**src/nmcs_pkg.sv**
```systemverilog
// Shared types and constants of the nearest mean color selector.
package nmcs_pkg;

  // Fixed field widths
  localparam int PIX_W     = 8;
  localparam int CH_W      = 16;
  localparam int ENTRY_W   = 3 * CH_W;
  localparam int IDX_IN_W  = 9;
  localparam int IDX_OUT_W = 9;
  localparam int EIU_W     = 10;
  localparam int BP_W      = 13;
  localparam int DIST_W    = 34;
  localparam int SQ_W      = 2 * CH_W;

  // Mean arithmetic
  localparam int MEAN_FRAC_BITS = 8;
  localparam int SUM_W          = 20;
  localparam int MEAN_W         = 8 + MEAN_FRAC_BITS;
  localparam int DVD_W          = SUM_W + MEAN_FRAC_BITS;
  localparam int DCNT_W         = $clog2(DVD_W);

  // Stream packing
  localparam int IN_DATA_W  = 88;
  localparam int OUT_DATA_W = 48;

  // Item kinds carried in tuser
  localparam logic OP_LOAD  = 1'b0;
  localparam logic OP_PIXEL = 1'b1;

  // Register map
  localparam int  CFG_ADDR_W = 3;
  localparam int  CFG_DATA_W = 32;
  localparam logic REG_EIU   = 1'b0;
  localparam logic REG_BP    = 1'b1;
  localparam logic [EIU_W-1:0] EIU_RESET = 10'd436;
  localparam logic [BP_W-1:0]  BP_RESET  = 13'd100;

  // Control sequencer states
  typedef enum logic [2:0] {
    S_IDLE,
    S_DIV,
    S_SCAN,
    S_DRAIN,
    S_DONE
  } state_t;

  // Per-block controls broadcast to the channel cells
  typedef struct packed {
    logic pix_en;
    logic blk_end;
    logic div_step;
  } ctl_t;

  // Item handed from cell to cell during a scan
  typedef struct packed {
    logic               valid;
    logic               first;
    logic               last;
    logic [ENTRY_W-1:0] entry;
    logic [DIST_W-1:0]  dsq;
  } tok_t;

endpackage

```
**src/nmcs_chan_cell.sv**
```systemverilog
// One channel cell: running sum, serial mean divider, squared-distance stage.
module nmcs_chan_cell
  import nmcs_pkg::*;
#(
  parameter int CH = 0
) (
  input  logic             clk,
  input  logic             rst_n,
  input  ctl_t             ctl,
  input  logic [PIX_W-1:0] pixel,
  input  logic [BP_W-1:0]  divisor,
  input  tok_t             tok_i,
  output tok_t             tok_o
);

  logic [SUM_W-1:0]  sum_r;
  logic [SUM_W-1:0]  sum_nxt;
  logic [DVD_W-1:0]  dq_r;
  logic [BP_W-1:0]   rem_r;
  logic [BP_W:0]     rem_sh;
  logic              q_bit;
  logic [MEAN_W-1:0] mean;
  logic [CH_W-1:0]   ent;
  logic [CH_W-1:0]   diff;
  logic [SQ_W-1:0]   sq;
  tok_t              tok_r;

  assign sum_nxt = sum_r + SUM_W'(pixel);

  // Accumulate pixels, clear after the block ends
  always_ff @(posedge clk) begin
    if (!rst_n) begin
      sum_r <= '0;
    end else if (ctl.blk_end) begin
      sum_r <= '0;
    end else if (ctl.pix_en) begin
      sum_r <= sum_nxt;
    end
  end

  // Restoring division, one quotient bit per step
  assign rem_sh = {rem_r, dq_r[DVD_W-1]};
  assign q_bit  = (rem_sh >= {1'b0, divisor});

  always_ff @(posedge clk) begin
    if (ctl.blk_end) begin
      dq_r  <= {sum_nxt, {MEAN_FRAC_BITS{1'b0}}};
      rem_r <= '0;
    end else if (ctl.div_step) begin
      dq_r  <= {dq_r[DVD_W-2:0], q_bit};
      rem_r <= q_bit ? BP_W'(rem_sh - {1'b0, divisor}) : rem_sh[BP_W-1:0];
    end
  end

  // Saturate the quotient to the fixed-point range
  assign mean = (|dq_r[DVD_W-1:MEAN_W]) ? {MEAN_W{1'b1}} : dq_r[MEAN_W-1:0];

  // Squared difference of this channel
  assign ent  = tok_i.entry[CH*CH_W +: CH_W];
  assign diff = (ent > mean) ? (ent - mean) : (mean - ent);
  assign sq   = diff * diff;

  // Hand the partial distance to the next cell
  always_ff @(posedge clk) begin
    if (!rst_n) begin
      tok_r.valid <= 1'b0;
    end else begin
      tok_r.valid <= tok_i.valid;
    end
    tok_r.first <= tok_i.first;
    tok_r.last  <= tok_i.last;
    tok_r.entry <= tok_i.entry;
    tok_r.dsq   <= tok_i.dsq + DIST_W'(sq);
  end

  assign tok_o = tok_r;

endmodule

```
**config.mk**
```make
export PLATFORM = sky130hd
export DESIGN_NAME = nmcs_chan_cell
export DESIGN_NICKNAME = d
export VERILOG_FILES = /design/src/nmcs_pkg.sv /design/src/nmcs_chan_cell.sv
export SDC_FILE = /design/constraint.sdc
export NUM_CORES = 1
export LEC_CHECK = 0
export BUFFER_PORTS_ARGS = -buffer_cell sky130_fd_sc_hd__buf_2
export CAP_MARGIN = 10
export CORE_MARGIN = 4
export CORE_UTILIZATION = 45
export CTS_BUF_LIST = sky130_fd_sc_hd__clkbuf_4 sky130_fd_sc_hd__clkbuf_8
export CTS_CLUSTER_DIAMETER = 200
export DETAILED_ROUTE_END_ITERATION = 12
export PLACE_DENSITY_LB_ADDON = 0.15
export SYNTH_ARGS = -nofsm -noshare
export SYNTH_HDL_FRONTEND = slang
export SYNTH_SLANG_ARGS = --single-unit
```
**constraint.sdc**
```tcl
create_clock -name clk -period 9.3 [get_ports clk]
set_clock_uncertainty 0.2 [all_clocks]
set_input_delay 0.93 -clock clk [delete_from_list [all_inputs] [get_ports clk]]
set_output_delay 0.93 -clock clk [all_outputs]
set_load 0.01 [all_outputs]
```
### Word level (Yosys, flattened, before mapping)

Index checks and enable logic that the tools add are counted.
Widths: inputs -> output; s select.

| word-level totals | value |
|---|---|
| flip-flop bits (word level) | 146 |
| input port bits | 111 |
| output and inout port bits | 85 |
| word-level logic and storage cells | 26 |

| cells by class | value |
|---|---|
| add/sub/neg operators | 5 |
| reduce and logical (&&, ||, !) cells | 3 |
| multiplexer cells | 5 |
| $lt $le $gt $ge | 2 |
| bitwise gates (word level) | 1 |
| multiply operators | 1 |

Operators by type and width:

| kind | count |
|---|---|
| $mux 28 | 2 |
| $add 34x32->34 | 1 |
| $mul 16x16->32 | 1 |
| $mux 16 | 2 |
| $sub 16x16->16 | 2 |
| $add 20x8->20 | 1 |
| $gt 16x16->1 | 1 |
| $ge 14x13->1 | 1 |
| $mux 13 | 1 |
| $sub 13x13->13 | 1 |
| $reduce_or 12->1 | 1 |
| $reduce_bool 2->1 | 1 |
| $reduce_or 2->1 | 1 |
| $not 1->1 | 1 |

### Longest topological paths before layout

| logic depth | value |
|---|---|
| word-level depth | 6 |
| mapped depth | 39 |
| depth with buffers taken out | 37 |

### Worst setup path after synthesis

OpenSTA, ideal clock, no wires.

| path | value |
|---|---|
| path type | flip-flop to flip-flop |
| start | register dq_r[27] |
| end | register tok_r, in the netlist tok_o[31] |
| setup time | 0.072 ns |
| period minus slack after synthesis | 9.218 ns |
| data required time | 9.028 ns |
| buffers on the path | 5 |
| path slack | 0.082 ns |
| arrival time | 8.946 ns |
| stages on the path, launching flop included | 38 |
| cell sequence | edfxtp_1 -> nor4_1 -> nand3_1 -> clkbuf_1 -> or2_2 -> ha_1 -> buf_6 -> a21oi_2 -> a21oi_1 -> or3_4 -> a221oi_4 -> nor2_2 -> buf_6 -> mux2i_2 -> xnor2_1 -> buf_2 -> nand2_1 -> fa_1 -> [2 not listed] -> inv_1 -> fa_1 -> inv_1 -> fa_1 -> fa_1 -> inv_1 -> fa_1 -> inv_1 -> ha_1 -> clkbuf_1 -> a21o_1 -> a21o_1 -> a21oi_1 -> o32ai_1 -> a211oi_1 -> o21ai_0 -> a311oi_1 -> xnor2_1 |

| between the ends | value |
|---|---|
| longest elaborated chain between the ends | 6 |
| elaborated cells between the ends (all ways) | 8 |
| those cells by class | 3 x add/sub; 1 x mul; 1 x order compare; 2 x mux; 1 x reduce/logical |

RTL lines:

| what | line | text |
|---|---|---|
| start: declaration | nmcs_chan_cell.sv:18 | `logic [DVD_W-1:0] dq_r;` |
| start signal: assignment | nmcs_chan_cell.sv:47 | `dq_r <= {sum_nxt, {MEAN_FRAC_BITS{1'b0}}};` |
| start signal: assignment | nmcs_chan_cell.sv:50 | `dq_r <= {dq_r[DVD_W-2:0], q_bit};` |
| $reduce_or 12->1 * | nmcs_chan_cell.sv:56 | `assign mean = (\|dq_r[DVD_W-1:MEAN_W]) ? {MEAN_W{1'b1}} : dq_r[MEAN_W-1:0];` |
| $mux 16 * | nmcs_chan_cell.sv:56 |  |
| $sub 16x16->16 / $gt 16x16->1 (equally long branches) | nmcs_chan_cell.sv:60 | `assign diff = (ent > mean) ? (ent - mean) : (mean - ent);` |
| $mux 16 * | nmcs_chan_cell.sv:60 |  |
| $mul 16x16->32 * | nmcs_chan_cell.sv:61 | `assign sq = diff * diff;` |
| $add 34x32->34 * | nmcs_chan_cell.sv:73 | `tok_r.dsq <= tok_i.dsq + DIST_W'(sq);` |
| end: declaration | nmcs_chan_cell.sv:26 | `tok_t tok_r;` |

Every way passes the cells marked *; elsewhere a longest branch is shown, timed or not.
A chain may end at the register's enable or synchronous reset.

### Worst setup path in the final report

| path | value |
|---|---|
| start | register dq_r[22] |
| end | register tok_r, in the netlist tok_o[33] |

Same word-level chain as after synthesis.

==> flow_summary.ini <==
[setup_path]
crit_type = flop to flop
cp_common_cell = fa_1
cp-start-kind = flop
cp_max_fo = 8
critPathMaxStageDelay_ns = 0.58
worst_path_max_delay_cell = fa_1
cp-end-kind = flop
worstPathArrival_ns = 9.21
worstPathRequired_ns = 9.51

[yosys]
synth.most_common_cell = inv_1
synthTopCellsByCount = inv_1, fa_1, ha_1
syn_inst = 1761
yosysWarnings = 0
async_flop_share_pct = 0
yosys_register_bits = 146
syn_nets = 2231
synthFlopType = dfxtp_1
synth-edff-count = 20
yosysSeqAreaShare_pct = 19.7
yosys.area.top_type_share_pct = 25.4
avgSynthCellArea_um2 = 8.98
syn_area_um2 = 15800
ys_types = 73
synth_top_area_cell = fa_1
netlist_top_cells_area = fa_1, dfxtp_1, ha_1, inv_1, edfxtp_1

[placed_design]
placed_cell_area_um2 = 18600
io_buffer_count = 195
hpwlAfterDp_um = 31600
dpl_worst_slack_ns = -0.0826
gp_congestion = 0.883

[global_routing]
grt-ovfl-total = 0
track_usage_pct = 20.6
grt_pass1_wl_um = 64400
grt_antenna_before_repair = 0
grt_max_degree = 55
grt_pass1_vias = 13421

[timing]
setup_tns_ns = 0
hold_viol = 0
rsz0062_at_grt = yes
slew_headroom_pct = 45.3
hold_ws_ns = 0.304
timing.fmax_mhz = 111
fin_crit_sh_pct = 96.8
finalSetupViolCount = 0
setup_slack_ns = 0.300
tightestPinTransition_ns = 0.820
period_minus_slack_ns = 9.00
drv_slew = 0

[detailed_routing]
drtPass1Iterations = 6
drc_errors = 0
final_antenna_net_count = 0
drt-total-wl_um = 39300
wire_per_inst_um = 15.0
drt_iter0_drc = 524
vias = 12836
via_per_inst = 4.90

[final_layout]
layout-drive-gt1-share_pct = 30.3
antenna_cells = 0
nets = 2620
multi_input_comb_area_um2 = 11800
final_area_um2 = 20200
n_fill_cell = 3082
area_growth_pct = 27.9
final-seq-area_um2 = 3120

[clock_tree]
cts.clk_slew.worst_paths_ns = 0.09
cts-root-buf = clkbuf_8
cts_buffers = 17
clock_sinks = 146
cts_tree = built
ctsHoldBuffers = 0
clk_latency_ns = 0.49
htree_levels = 4
cts.path.max_buffers = 2

[floorplanning]
dieArea_um2 = 38200
ioPinCount = 196
die_h_um = 195
coreArea_um2 = 34600
rows = 68
die_x_um = 195
initial_utilization_pct = 45.7

[flow_run]
cap_violations = 0

[min_path]
hold_path_class = flop to flop

[outcome]
status = complete, no violations
-- area by class of cell --
type | instances | share of cell area (%)
Timing Repair Buffer | 430 | 14.5
Inverter | 375 | 6.97
Clock inverter | 11 | 0.526
Tap cell | 455 | 2.82
Clock buffer | 21 | 1.31
Multi-Input combinational cell | 1180 | 58.4
Sequential cell | 146 | 15.4
-- stage by stage --
step,cells,utilization (%)
5_1_grt,2618,58.4
3_3_place_gp,2548,53.7
6_report,2618,58.4
4_1_cts,2581,54.8
3_5_place_dp,2548,53.7
2_1_floorplan,1761,-
-- layer usage --
metal / vias to the layer above / global-route usage (%) / share of wire (%)
li1: 6356 / - / -
met1: 6181 / 27.5 / 45
met2: 260 / 34.9 / 49
met3: 39 / 3.86 / 4.1
met4: 0 / 4.97 / 1.7
met5: - / 0 / 0
-- state kept, by name, summed over array words and instances, names as in the netlist --
name and count:
rem_r 13, tok_o 85, sum_r 20, dq_r 28
-- kinds of logic after synthesis --
kind of cell | synth area share, %
AOI/OAI and AO/OA | 10.4
xor gates and xnor gates | 4.86
adders and majority gates | 37.9
buffers and inverters | 10.8
DFF | 19.7
muxes | 2.86
and+or+nand+nor | 13.5
-- worst max-delay path, delay by kind of cell, from the launching register on --
family	cells	cell delay [ns]
buffers and inverters	9	0.93
xor gates and xnor gates	1	0.12
DFF	1	0.41
and+or+nand+nor	6	1.50
adders and majority gates	8	3.45
AOI/OAI and AO/OA	11	2.31
-- cells in the final DEF (no fill, tap or decap), types with 26 or more instances in the layout --
cell and count:
xor2_1 29, nor2_1 103, nand2_1 132, buf_6 33, inv_2 27, a21oi_1 61, o21ai_0 42, ha_1 130
and2_1 26, buf_4 194, buf_2 196, xnor2_1 41, fa_1 190, dfxtp_1 126, mux2i_1 35, inv_1 347
-- what timing repair did --
item / CTS / global route
buffers inserted: 1 / 33
gates resized for setup: 5 / 205
gates cloned: 0 / 3
pin swaps: 2 / 126
endpoints found under the setup margin: 4 / 17
-- path summary, 6_finish.rpt --
path,from,to,slack [ns],cells after the start
setup / recovery,dq_r[22],tok_o[33],0.30,35
hold / removal,rem_r[12],rem_r[12],0.30,2
setup reg to reg,dq_r[22],tok_o[33],0.30,35
hold reg to reg,rem_r[12],rem_r[12],0.30,2
Power is not shown: default switching activity piles up to over one toggle a cycle in this logic, so the estimate is an artifact.
