===== src/nmcs_pkg.sv =====
// Shared types and constants of the nearest mean color selector.
package nmcs_pkg;

  // Fixed field widths
  localparam int PIX_W     = 8;
  localparam int CH_W      = 16;
  localparam int ENTRY_W   = 3 * CH_W;
  localparam int IDX_IN_W  = 9;
  localparam int IDX_OUT_W = 9;
  localparam int EIU_W     = 10;
  localparam int BP_W      = 13;
  localparam int DIST_W    = 34;
  localparam int SQ_W      = 2 * CH_W;

  // Mean arithmetic
  localparam int MEAN_FRAC_BITS = 8;
  localparam int SUM_W          = 20;
  localparam int MEAN_W         = 8 + MEAN_FRAC_BITS;
  localparam int DVD_W          = SUM_W + MEAN_FRAC_BITS;
  localparam int DCNT_W         = $clog2(DVD_W);

  // Stream packing
  localparam int IN_DATA_W  = 88;
  localparam int OUT_DATA_W = 48;

  // Item kinds carried in tuser
  localparam logic OP_LOAD  = 1'b0;
  localparam logic OP_PIXEL = 1'b1;

  // Register map
  localparam int  CFG_ADDR_W = 3;
  localparam int  CFG_DATA_W = 32;
  localparam logic REG_EIU   = 1'b0;
  localparam logic REG_BP    = 1'b1;
  localparam logic [EIU_W-1:0] EIU_RESET = 10'd436;
  localparam logic [BP_W-1:0]  BP_RESET  = 13'd100;

  // Control sequencer states
  typedef enum logic [2:0] {
    S_IDLE,
    S_DIV,
    S_SCAN,
    S_DRAIN,
    S_DONE
  } state_t;

  // Per-block controls broadcast to the channel cells
  typedef struct packed {
    logic pix_en;
    logic blk_end;
    logic div_step;
  } ctl_t;

  // Item handed from cell to cell during a scan
  typedef struct packed {
    logic               valid;
    logic               first;
    logic               last;
    logic [ENTRY_W-1:0] entry;
    logic [DIST_W-1:0]  dsq;
  } tok_t;

endpackage


===== src/nmcs_best_cell.sv =====
// End cell of the chain: keeps the nearest entry seen so far.
module nmcs_best_cell
  import nmcs_pkg::*;
#(
  parameter int AW = 9
) (
  input  logic              clk,
  input  logic              rst_n,
  input  tok_t              tok_i,
  output logic [AW-1:0]     best_idx,
  output logic [DIST_W-1:0] best_dist,
  output logic              done
);

  logic [AW-1:0]     cnt_r;
  logic [AW-1:0]     idx;
  logic [AW-1:0]     best_idx_r;
  logic [DIST_W-1:0] best_dist_r;
  logic              done_r;
  logic              take;

  // Index of the arriving item; the first one restarts the count
  assign idx  = tok_i.first ? '0 : cnt_r;
  assign take = tok_i.valid && (tok_i.first || (tok_i.dsq < best_dist_r));

  always_ff @(posedge clk) begin
    if (!rst_n) begin
      cnt_r  <= '0;
      done_r <= 1'b0;
    end else begin
      done_r <= tok_i.valid && tok_i.last;
      if (tok_i.valid) begin
        cnt_r <= idx + AW'(1);
      end
    end
  end

  // Strict less-than keeps the lowest index on ties
  always_ff @(posedge clk) begin
    if (take) begin
      best_idx_r  <= idx;
      best_dist_r <= tok_i.dsq;
    end
  end

  assign best_idx  = best_idx_r;
  assign best_dist = best_dist_r;
  assign done      = done_r;

endmodule


===== config.mk =====
export PLATFORM = sky130hd
export DESIGN_NAME = nmcs_best_cell
export DESIGN_NICKNAME = d
export VERILOG_FILES = /design/src/nmcs_pkg.sv /design/src/nmcs_best_cell.sv
export SDC_FILE = /design/constraint.sdc
export NUM_CORES = 1
export LEC_CHECK = 0
export ABC_AREA = 1
export CAP_MARGIN = 10
export CORE_MARGIN = 2
export CORE_UTILIZATION = 55
export CTS_BUF_LIST = sky130_fd_sc_hd__clkbuf_2
export DETAILED_ROUTE_END_ITERATION = 7
export DONT_BUFFER_PORTS = 1
export GPL_ROUTABILITY_DRIVEN = 0
export PLACE_DENSITY = 0.7
export SYNTH_ARGS = -nofsm -noshare
export SYNTH_HDL_FRONTEND = slang
export SYNTH_SLANG_ARGS = --single-unit
export TNS_END_PERCENT = 30

===== constraint.sdc =====
create_clock -name clk -period 6.55 [get_ports clk]
set_input_delay 1.6375 -clock clk [delete_from_list [all_inputs] [get_ports clk]]
set_output_delay 1.6375 -clock clk [all_outputs]
set_load 0.02 [all_outputs]

======== Yosys cells after proc, flatten, opt, wreduce, memory -nomap -nowiden ========
Index checks and enable logic that the tools add are counted.
word-level totals
  memories ................................ 0
  output and inout port bits .............. 44
  RAM bits ................................ 0
  latch bits .............................. 0
  flip-flop bits (word level) ............. 53
  logic and storage cells ................. 10
  input port bits ......................... 87
  memory bits (read-only) ................. 0
cells by class
  $lt $le $gt $ge ......................... 1
  shifts and indexed selects .............. 0
  multiply operators ...................... 0
  mux-type cells .......................... 1
  bitwise gates (word level) .............. 0
  add/sub/neg operators ................... 1
  eq/ne operators ......................... 0
  reductions and logical operators ........ 3
  divide/modulo/power cells ............... 0
operators by type and width
  kind                                          count
  < comparator 34 bit                           1
  adder 9 x 1 -> 9 bit (second input constant)  1
  2-to-1 mux 9 bit                              1
  logical AND 1 bit                             2
  logical OR 1 bit                              1

======== Logic depth before layout (Yosys ltp) ========
Gate-level depths: netlist (run 1).
  depth in word-level cells ............... 3
  depth in mapped cells ................... 13
  mapped depth without buffers ............ 13

======== Worst setup path after synthesis (run 1) ========
Ideal clock, no wire load.
  kind .................................... input to register
  from .................................... input tok_i[33] in the netlist's numbering
  to ...................................... register best_dist_r[0], in the netlist best_dist[0] (enable)
  buffers on the path ..................... 0
  slack ................................... 2.795 ns
  library setup time ...................... 0.552 ns
  cell stages on the path ................. 10
  data arrival time ....................... 3.203 ns
  data required time ...................... 5.998 ns
  path through ............................ ha_1 -> nand2_1 -> nor2_1 -> nand2_1 -> nor2_1 -> nand3_1 -> nand2_1 -> nor2_1 -> nand2_1 -> nand2_1
between the ends
  cells in the longest elaborated chain, start to end .. 3
RTL lines
  item                    RTL line              RTL
  start: declaration      nmcs_best_cell.sv:9   input tok_t tok_i,
  < comparator 34 bit     nmcs_best_cell.sv:24  assign take = tok_i.valid && (tok_i.first || (tok_i.dsq < best_dist_r));
  logical OR 1 bit        nmcs_best_cell.sv:24
  logical AND 1 bit       nmcs_best_cell.sv:24
  named net take          nmcs_best_cell.sv:20  logic take;
  end signal: assignment  nmcs_best_cell.sv:42  best_dist_r <= tok_i.dsq;
  end: declaration        nmcs_best_cell.sv:18  logic [DIST_W-1:0] best_dist_r;
The timed path passes the listed nets, and every way through them passes these cells.
A chain may end at the register's enable or synchronous reset.

======== Final worst setup path (run 1) ========
  from .................................... input tok_i[33] in the netlist's numbering
  to ...................................... register best_dist_r[24], in the netlist best_dist[24] (enable)
Same word-level chain as after synthesis.

==> results_dict.tcl, run 1 <==
set metrics [dict create \
    synthCells 278 \
    area_delta_synth_final_pct 4.07 \
    antenna_found_initial 0 \
    setup-tns-final_ns 0 \
    layout.filler_cells 415 \
    boundaryPins 131 \
    htree_levels 2 \
    seqPwrFrac_pct 67.0 \
    synth_top_cell_area_share_pct 46.7 \
    synth-edff-count 43 \
    netlist_top_cells_area "sky130_fd_sc_hd__edfxtp_1 47%, sky130_fd_sc_hd__ha_1 15%, sky130_fd_sc_hd__nand2_1 7.7%, sky130_fd_sc_hd__inv_1 7.6%, sky130_fd_sc_hd__dfxtp_1 7.2%" \
    timing.critical_path.required_ns 6.55 \
    drt_first_iter_violations 103 \
    clk_latency_ns 0.46 \
    cts-root-buf "sky130_fd_sc_hd__clkbuf_2" \
    antennaDiodeCount 0 \
    fmax_ghz 0.313 \
    number_of_distinct_library_cells_after_synthesis 25 \
    synth-async-reset-ratio_pct 0 \
    unrepaired_setup_endpoints_after_global_routing "false" \
    synth.most_common_cell "sky130_fd_sc_hd__nand2_1" \
    grt_start_max_net_pins 44 \
    nets 404 \
    remaining_drc_errors 0 \
    grt_usage_pct 17.5 \
    drv.max_cap_violation_count 0 \
    ant_nets 0 \
    rows 25 \
    report.final.hold_viol_count 0 \
    slew_headroom_pct 32.9 \
    cts_hold_buf 0 \
    starting_utilization_of_the_core_area_pct 57.8 \
    power_per_cell_area_nw_per_um2 230 \
    setup_violation_total_in_the_final_timing_report 0 \
    ctsLongestPathBuffers 2 \
    yosysTopAreaCell "sky130_fd_sc_hd__edfxtp_1" \
    final_cycle_share_pct 48.8 \
    routed_wl_um 4670 \
    commonest_cells_post_synth "57 x sky130_fd_sc_hd__nand2_1, 56 x sky130_fd_sc_hd__inv_1, 43 x sky130_fd_sc_hd__edfxtp_1" \
    ctsResizeCount 0 \
    port-buffer-count 0 \
    worst_pin_slew_ns 1.00 \
    stdcell_area_um2 2880 \
    tritoncts_clock_tree "done" \
    post_cts.repair.setup_buffers 0 \
    switchingPower_w 0.000204 \
    worstHoldPathCells 2 \
    wl_per_cell_um 13.3 \
    detailedPlacementHpwl_um 3600 \
    placeableCoreArea_um2 4790 \
    run_status "finished clean" \
    highest_net_fanout_along_the_worst_path 43 \
    period_needed_ns 3.20 \
    detail_route.vias_per_cell 4.97 \
    tritoncts.num_buffers 5 \
    die-area_um2 5620 \
    place_area_um2 2830 \
    clk_transition_reported_paths_ns 0.26 \
    timing_max_transition_violations_final 0 \
    synth_area_per_cell_um2 9.96 \
    die_h_um 74.9 \
    synth_seq_area_share_pct 53.9 \
    share_comb_of_total_power_pct 11.9 \
    pwr-share-clk_pct 21.2 \
    critical_path.startpoint_type "input pin" \
    critical_path.endpoint_type "register" \
    synth_seq_cells 53 \
    post_route_cells_drive_above_1_share_pct 7.39 \
    clock_sinks 53 \
    grt_pass1_wl_um 7410 \
    synth-main-ff-cell "sky130_fd_sc_hd__edfxtp_1" \
    hold_path.class "register to register" \
    timing.reg2reg.worst_path_depth 11 \
    synthesis.area_um2 2770 \
    synth.net_count 399 \
    yosysWarnings 0 \
    first_pass_iters 6 \
    critPathKind "input pin to register" \
    clock-skew-final_ns 0.0301 \
    routed-via-count 1744 \
    ir_drop_uv 105 \
    crit_path_arrival_time_ns 3.20 \
    number_of_global_route_vias_before_repair 1701 \
    dieWidth_um 74.9 \
    p_leak_nw 1.32 \
    swShare_pct 30.9 \
    power_report.internal_total_w 0.000458 \
    grt_overflow 0 \
]
final cells by class:
class                           instances  area, um2  area share (%)
Clock buffer                            5       25.0           0.869
Multi-Input combinational cell        163       1030            35.8
Sequential cell                        53       1490            51.8
Tap cell                               67       83.8            2.91
Clock inverter                          3       23.8           0.825
Inverter                               60        225            7.82
registers in the layout (all words and copies together) (netlist names):
name,flops
best_dist,34
best_idx,9
cnt_r,9
done,1
power by group through the flow:
stage               sequential [W]  clock [W]  combinational [W]
CTS                       0.000445   0.000148          0.0000803
floorplan                 0.000447          0          0.0000668
global placement          0.000451          0          0.0000779
detailed placement        0.000452          0          0.0000797
global route              0.000448   0.000155          0.0000957
finish                    0.000444   0.000140          0.0000785
logic make-up (layout without fill, tap and decap cells):
family	after synthesis	in the layout	synth area share, %
and+or+nand+nor	99	99	15.8
buffers and inverters	62	68	8.95
DFF	53	53	53.9
adders and majority gates	34	34	15.4
AOI/OAI and AO/OA	29	29	5.70
xor gates and xnor gates	1	1	0.317
per-stage QoR:
stage | util, % | worst slack, ns | power [W] | hold WS [ns] | instances
detailed placement | 59.2 | 2.82 | 0.000532 | 0.474 | 343
global route | 60.2 | 3.09 | 0.000698 | 0.535 | 351
finish | 60.2 | 3.35 | 0.000662 | 0.500 | 351
global placement | 59.2 | 2.80 | 0.000529 | 0.465 | 343
CTS | 60.2 | 3.33 | 0.000673 | 0.505 | 351
floorplan | - | 2.80 | 0.000514 | 0.451 | 278
path summary, 6_finish.rpt:
kind                    to           from  slack [ns]
min reg2reg       cnt_r[4]       cnt_r[4]        0.50
min               cnt_r[4]       cnt_r[4]        0.50
max          best_dist[24]      tok_i[33]        3.35
max reg2reg  best_dist[24]  best_dist[33]        3.92
layer usage:
metal | wire, um | vias to the layer above | share of wire (%) | GRT usage (%)
li1 | - | 908 | - | -
met2 | 2160 | 59 | 46 | 27.9
met1 | 1970 | 770 | 42 | 22.1
met3 | 479 | 7 | 10 | 6.56
met4 | 65 | 0 | 1.4 | 5.36
met5 | 0 | - | 0 | 0
critical path: stages:
cell and delay, ns:
sky130_fd_sc_hd__ha_1 0.27, sky130_fd_sc_hd__nand2_1 0.07, sky130_fd_sc_hd__nor2_1 0.13, sky130_fd_sc_hd__nand2_1 0.10, sky130_fd_sc_hd__nor2_1 0.16, sky130_fd_sc_hd__nand3_1 0.09, sky130_fd_sc_hd__nand2_1 0.06, sky130_fd_sc_hd__nor2_1 0.04
sky130_fd_sc_hd__nand2_1 0.07, sky130_fd_sc_hd__nand2_2 0.56
cell usage in the layout, fill, tap and decap left out, drive strengths merged:
cell and count:
a21boi 1, xnor2 1, a211oi 2, edfxtp 43, a21o 2, clkbuf 5, inv 63, o21ai 7
nor3b 1, nand2 58, nor3 3, and2 1, dfxtp 10, nand4 3, nor2 28, ha 34
nand3 5, a21oi 17
No activity file was read; power rests on OpenSTA's default activity.
==> inputs of run 2 (changes only) <==
Settings changed: PLACE_DENSITY 0.7 to 0.73.
Clock period 6.55 ns to 2.61 ns, I/O delays scaled along.
==> results_dict.tcl, run 2 (synthesis results as in run 1) <==
set metrics [dict create \
    timing.critical_path.required_ns 2.76 \
    critPathKind "register to register" \
    power_report.internal_total_w 0.00115 \
    share_comb_of_total_power_pct 12.4 \
    seqPwrFrac_pct 67.3 \
    ir_drop_uv 330 \
    stdcell_area_um2 2890 \
    place_area_um2 2850 \
    wl_per_cell_um 13.4 \
    final_cell_utilization_of_the_core_pct 60.4 \
    unrepaired_setup_endpoints_after_global_routing "false" \
    htree_levels 2 \
    ant_nets 0 \
    boundaryPins 131 \
    clock-skew-final_ns 0.0227 \
    antennaDiodeCount 0 \
    clk_transition_reported_paths_ns 0.28 \
    worst_pin_slew_ns 0.320 \
    placedCellCount 345 \
    remaining_drc_errors 0 \
    instances_no_fill 353 \
    port-buffer-count 0 \
    power_per_cell_area_nw_per_um2 571 \
    crit_path_arrival_time_ns 2.38 \
    nets 406 \
    cts_hold_buf 0 \
    die_h_um 74.9 \
    tritoncts_clock_tree "done" \
    detail_route.vias_per_cell 4.93 \
    max_ffs_per_register 34 \
    slew_headroom_pct 78.7 \
    clk_latency_ns 0.45 \
    cpPeakStageDelay_ns 0.54 \
    report.final.hold_viol_count 0 \
    critical-path-slowest-cell "sky130_fd_sc_hd__edfxtp_1" \
    area_delta_synth_final_pct 4.48 \
    grt_pass1_wl_um 7290 \
    first_pass_iters 4 \
    worst_path_dominant_cell_family "simple AND/OR/NAND/NOR gates" \
    grt_overflow 0 \
    setup-tns-final_ns 0 \
    post_cts.repair.setup_buffers 0 \
    detailedPlacementHpwl_um 3700 \
    tot_pwr_w 0.00165 \
    grt_start_max_net_pins 26 \
    die-area_um2 5620 \
    pwr-share-clk_pct 20.3 \
    timing_max_transition_violations_final 0 \
    dieWidth_um 74.9 \
    swShare_pct 30.6 \
    mostFrequentLayoutCells "56 x sky130_fd_sc_hd__inv_1, 56 x sky130_fd_sc_hd__nand2_1, 43 x sky130_fd_sc_hd__edfxtp_1" \
    post_route_cells_drive_above_1_share_pct 8.04 \
    rows 25 \
    clock_sinks 53 \
    drt_first_iter_violations 59 \
    switchingPower_w 0.000505 \
    routed-via-count 1739 \
    period_needed_ns 2.23 \
    highest_net_fanout_along_the_worst_path 25 \
    critical_path.startpoint_type "register" \
    worst-path-buf-inv 2 \
    cts-root-buf "sky130_fd_sc_hd__clkbuf_2" \
    hold_path.class "input pin to register" \
    final_cycle_share_pct 85.3 \
    ctsResizeCount 0 \
    drv.max_cap_violation_count 0 \
    ctsLongestPathBuffers 2 \
    grt_usage_pct 17.4 \
    run_status "finished clean" \
    p_leak_nw 1.33 \
    tritoncts.num_buffers 5 \
    setup_violation_total_in_the_final_timing_report 0 \
    fmax_ghz 0.449 \
    routed_wl_um 4730 \
    number_of_global_route_vias_before_repair 1648 \
    placeableCoreArea_um2 4790 \
    timing.critical_path.cells "inv_1, ha_1, nand2_1, nor2_1, a21boi_1, nor2_1, nand2_1, nor2_1, nand2_1, nand2_2, buf_4" \
    starting_utilization_of_the_core_area_pct 57.8 \
    critical_path.endpoint_type "register" \
    antenna_found_initial 0 \
]
run 2: changes by cell type in the layout (fill, tap and decap cells not counted), sizes merged:
cell	change
buf	+2
clkinv	+1
inv	-1
run 2: layout make-up:
| type | count | area, um2 |
|---|---|---|
| fill | 410 | 1890 |
| sequential | 53 | 1490 |
| multi-input combinational | 163 | 1030 |
| inverter | 60 | 225 |
| tap | 67 | 83.8 |
| clock buffer | 5 | 25.0 |
| clock inverter | 3 | 20.0 |
| timing repair buffer | 2 | 15.0 |
run 2: power groups by stage:
| stage | clock, W | combinational (W) | sequential, W |
|---|---|---|---|
| after detailed placement | 0 | 0.000208 | 0.00113 |
| after CTS | 0.000357 | 0.000209 | 0.00111 |
| final | 0.000335 | 0.000204 | 0.00111 |
| after global placement | 0 | 0.000201 | 0.00113 |
| after floorplan | 0 | 0.000168 | 0.00112 |
| after global routing | 0.000371 | 0.000249 | 0.00112 |
run 2: through the flow:
stage          hold WS (ns)  setup WS (ns)
3_5_place_dp          0.471          0.298
4_1_cts               0.190          0.376
2_1_floorplan         0.451          0.248
6_report              0.239          0.383
5_1_grt               0.190          0.194
3_3_place_gp          0.464          0.302
run 2: final timing paths:
check                                    from       endpoint  slack, ns  cells after the start
worst min register to register       cnt_r[4]       cnt_r[4]       0.50                      2
worst max-delay path            best_dist[33]  best_dist[20]       0.38                     11
worst min-delay path                tok_i[84]       cnt_r[0]       0.24                      1
worst max register to register  best_dist[33]  best_dist[20]       0.38                     11
run 2: worst reg2reg max path: cells and delay by family (launching register included):
family | cells | cell delay [ns]
flip-flops | 1 | 0.54
adder cells (fa/ha/maj) | 1 | 0.29
AO/OA/AOI/OAI | 1 | 0.13
buffers and inverters | 2 | 0.39
AND/OR/NAND/NOR | 7 | 0.59
run 2: per-layer routing:
metal,up-vias,share of wire [%],wire length (um),track usage [%]
met4,0,1.9,89,6.94
met1,760,42,1970,20.7
met5,-,0,0,0
li1,914,-,-,-
met3,7,10,481,6.69
met2,58,46,2180,28.6
==> inputs of run 3 (changes only) <==
--- a/config.mk
+++ b/config.mk
@@ -15,2 +15,3 @@
 export GPL_ROUTABILITY_DRIVEN = 0
+export MAX_ROUTING_LAYER = met4
 export PLACE_DENSITY = 0.73
==> constraint.sdc (replaced) <==
create_clock -name clk -period 2.61 [get_ports clk]
set_input_delay 0.522 -clock clk [delete_from_list [all_inputs] [get_ports clk]]
set_output_delay 0.522 -clock clk [all_outputs]
set_load 0.02 [all_outputs]
==> results_dict.tcl, run 3 (synthesis results as in run 1) <==
set metrics [dict create \
    worst_path_dominant_cell_family "simple AND/OR/NAND/NOR gates" \
    critical_path.startpoint_type "register" \
    r2r-start "best_dist[33]" \
    mostFrequentLayoutCells "56 x sky130_fd_sc_hd__inv_1, 56 x sky130_fd_sc_hd__nand2_1, 43 x sky130_fd_sc_hd__edfxtp_1" \
    starting_utilization_of_the_core_area_pct 57.8 \
    wl_per_cell_um 13.1 \
    clk_transition_reported_paths_ns 0.25 \
    fmax_ghz 0.467 \
    p_leak_nw 1.33 \
    die-area_um2 5620 \
    routed-via-count 1744 \
    drv.max_cap_violation_count 0 \
    hold-worst-slack_ns 0.148 \
    routed_wl_um 4630 \
    cts_hold_buf 0 \
    ir_drop_uv 290 \
    placeableCoreArea_um2 4790 \
    slew_headroom_pct 82.1 \
    grt_pass1_wl_um 7270 \
    number_of_global_route_vias_before_repair 1712 \
    ctsLongestPathBuffers 2 \
    critPathKind "register to register" \
    dieWidth_um 74.9 \
    clock_sinks 53 \
    timing.hold.worst.start "tok_i[84]" \
    grt_start_max_net_pins 32 \
    antenna_found_initial 0 \
    area_delta_synth_final_pct 4.84 \
    cpPeakStageDelay_ns 0.54 \
    rows 25 \
    crit_path_arrival_time_ns 2.34 \
    post_cts.repair.setup_buffers 0 \
    ant_nets 0 \
    worst_pin_slew_ns 0.269 \
    grt_usage_pct 17.9 \
    detail_route.vias_per_cell 4.94 \
    layout.filler_cells 431 \
    antennaDiodeCount 0 \
    ctsResizeCount 0 \
    drt_first_iter_violations 66 \
    clock-skew-final_ns 0.0271 \
    detailedPlacementHpwl_um 3620 \
    worstSetupStartpoint "best_dist[33]" \
    setup_violation_total_in_the_final_timing_report 0 \
    boundaryPins 131 \
    critical-path-slowest-cell "sky130_fd_sc_hd__edfxtp_1" \
    tritoncts.num_buffers 5 \
    post_route_cells_drive_above_1_share_pct 8.04 \
    critical_path.endpoint_type "register" \
    ff_latch_area_um2 1490 \
    run_status "finished clean" \
    highest_net_fanout_along_the_worst_path 12 \
    multi_input_comb_area_um2 1030 \
    timing_max_transition_violations_final 0 \
    report.final.hold_viol_count 0 \
    clk_latency_ns 0.43 \
    final_cycle_share_pct 82.0 \
    remaining_drc_errors 0 \
    first_pass_iters 4 \
    cpMostUsedCell "sky130_fd_sc_hd__nand2_1" \
    htree_levels 2 \
    port-buffer-count 0 \
    setup-tns-final_ns 0 \
    hold_path.class "input pin to register" \
    period_needed_ns 2.14 \
    cts-root-buf "sky130_fd_sc_hd__clkbuf_2" \
    nets 406 \
    unrepaired_setup_endpoints_after_global_routing "false" \
    worst-path-buf-inv 2 \
    tritoncts_clock_tree "done" \
    timing.critical_path.required_ns 2.81 \
    die_h_um 74.9 \
    max_ffs_per_register 34 \
    power_per_cell_area_nw_per_um2 567 \
    grt_overflow 0 \
    timing.critical_path.cells "inv_1, ha_1, nand2_1, nor2_1, nand2_1, nor2_1, nand3_1, nand2_1, nor2_1, nand2_1, nand2_2, buf_4" \
]
-- run 3: cell count changes in the layout (fill, tap and decap cells not counted), sizes merged --
cell and change:
clkinv -1, clkbuf +1
-- run 3: path summary, 6_finish.rpt --
| check | end | slack (ns) | cells past startpoint |
|---|---|---|---|
| setup / recovery | best_dist[17] | 0.47 | 12 |
| hold / removal | cnt_r[0] | 0.15 | 1 |
| setup reg to reg | best_dist[17] | 0.47 | 12 |
| hold reg to reg | cnt_r[6] | 0.50 | 2 |
-- run 3: layer usage --
layer  wire [um]  GRT usage, %  vias up
li1            -             -      916
met1        1990          20.5      764
met2        2170          29.7       56
met3         412          6.02        8
met4          63          5.36        0
met5           0             -        -
-- run 3: final cells by class --
cell class | instances | area share, %
clock buffers | 6 | 1.03
clock inverters | 2 | 0.431
inverters | 60 | 7.76
multi-input cells | 163 | 35.5
flip-flops and latches | 53 | 51.4
well taps | 67 | 2.89
repair buffers | 2 | 0.949
-- run 3: power by group --
group	switching [W]	internal (W)	leakage, nW
clock network	0.000252	0.0000726	0.0338
logic	0.000128	0.0000826	0.792
registers	0.000112	0.000999	0.504
-- run 3: per-stage QoR --
| stage | util [%] | cells | power [W] | worst slack, ns | area, um2 |
|---|---|---|---|---|---|
| 2_1_floorplan | - | 278 | 0.00129 | 0.379 | 2770 |
| 3_3_place_gp | 59.7 | 345 | 0.00134 | 0.543 | 2860 |
| 3_5_place_dp | 59.7 | 345 | 0.00134 | 0.513 | 2860 |
| 4_1_cts | 60.6 | 353 | 0.00167 | 0.445 | 2900 |
| 5_1_grt | 60.6 | 353 | 0.00174 | 0.309 | 2900 |
| 6_report | 60.6 | 353 | 0.00165 | 0.469 | 2900 |
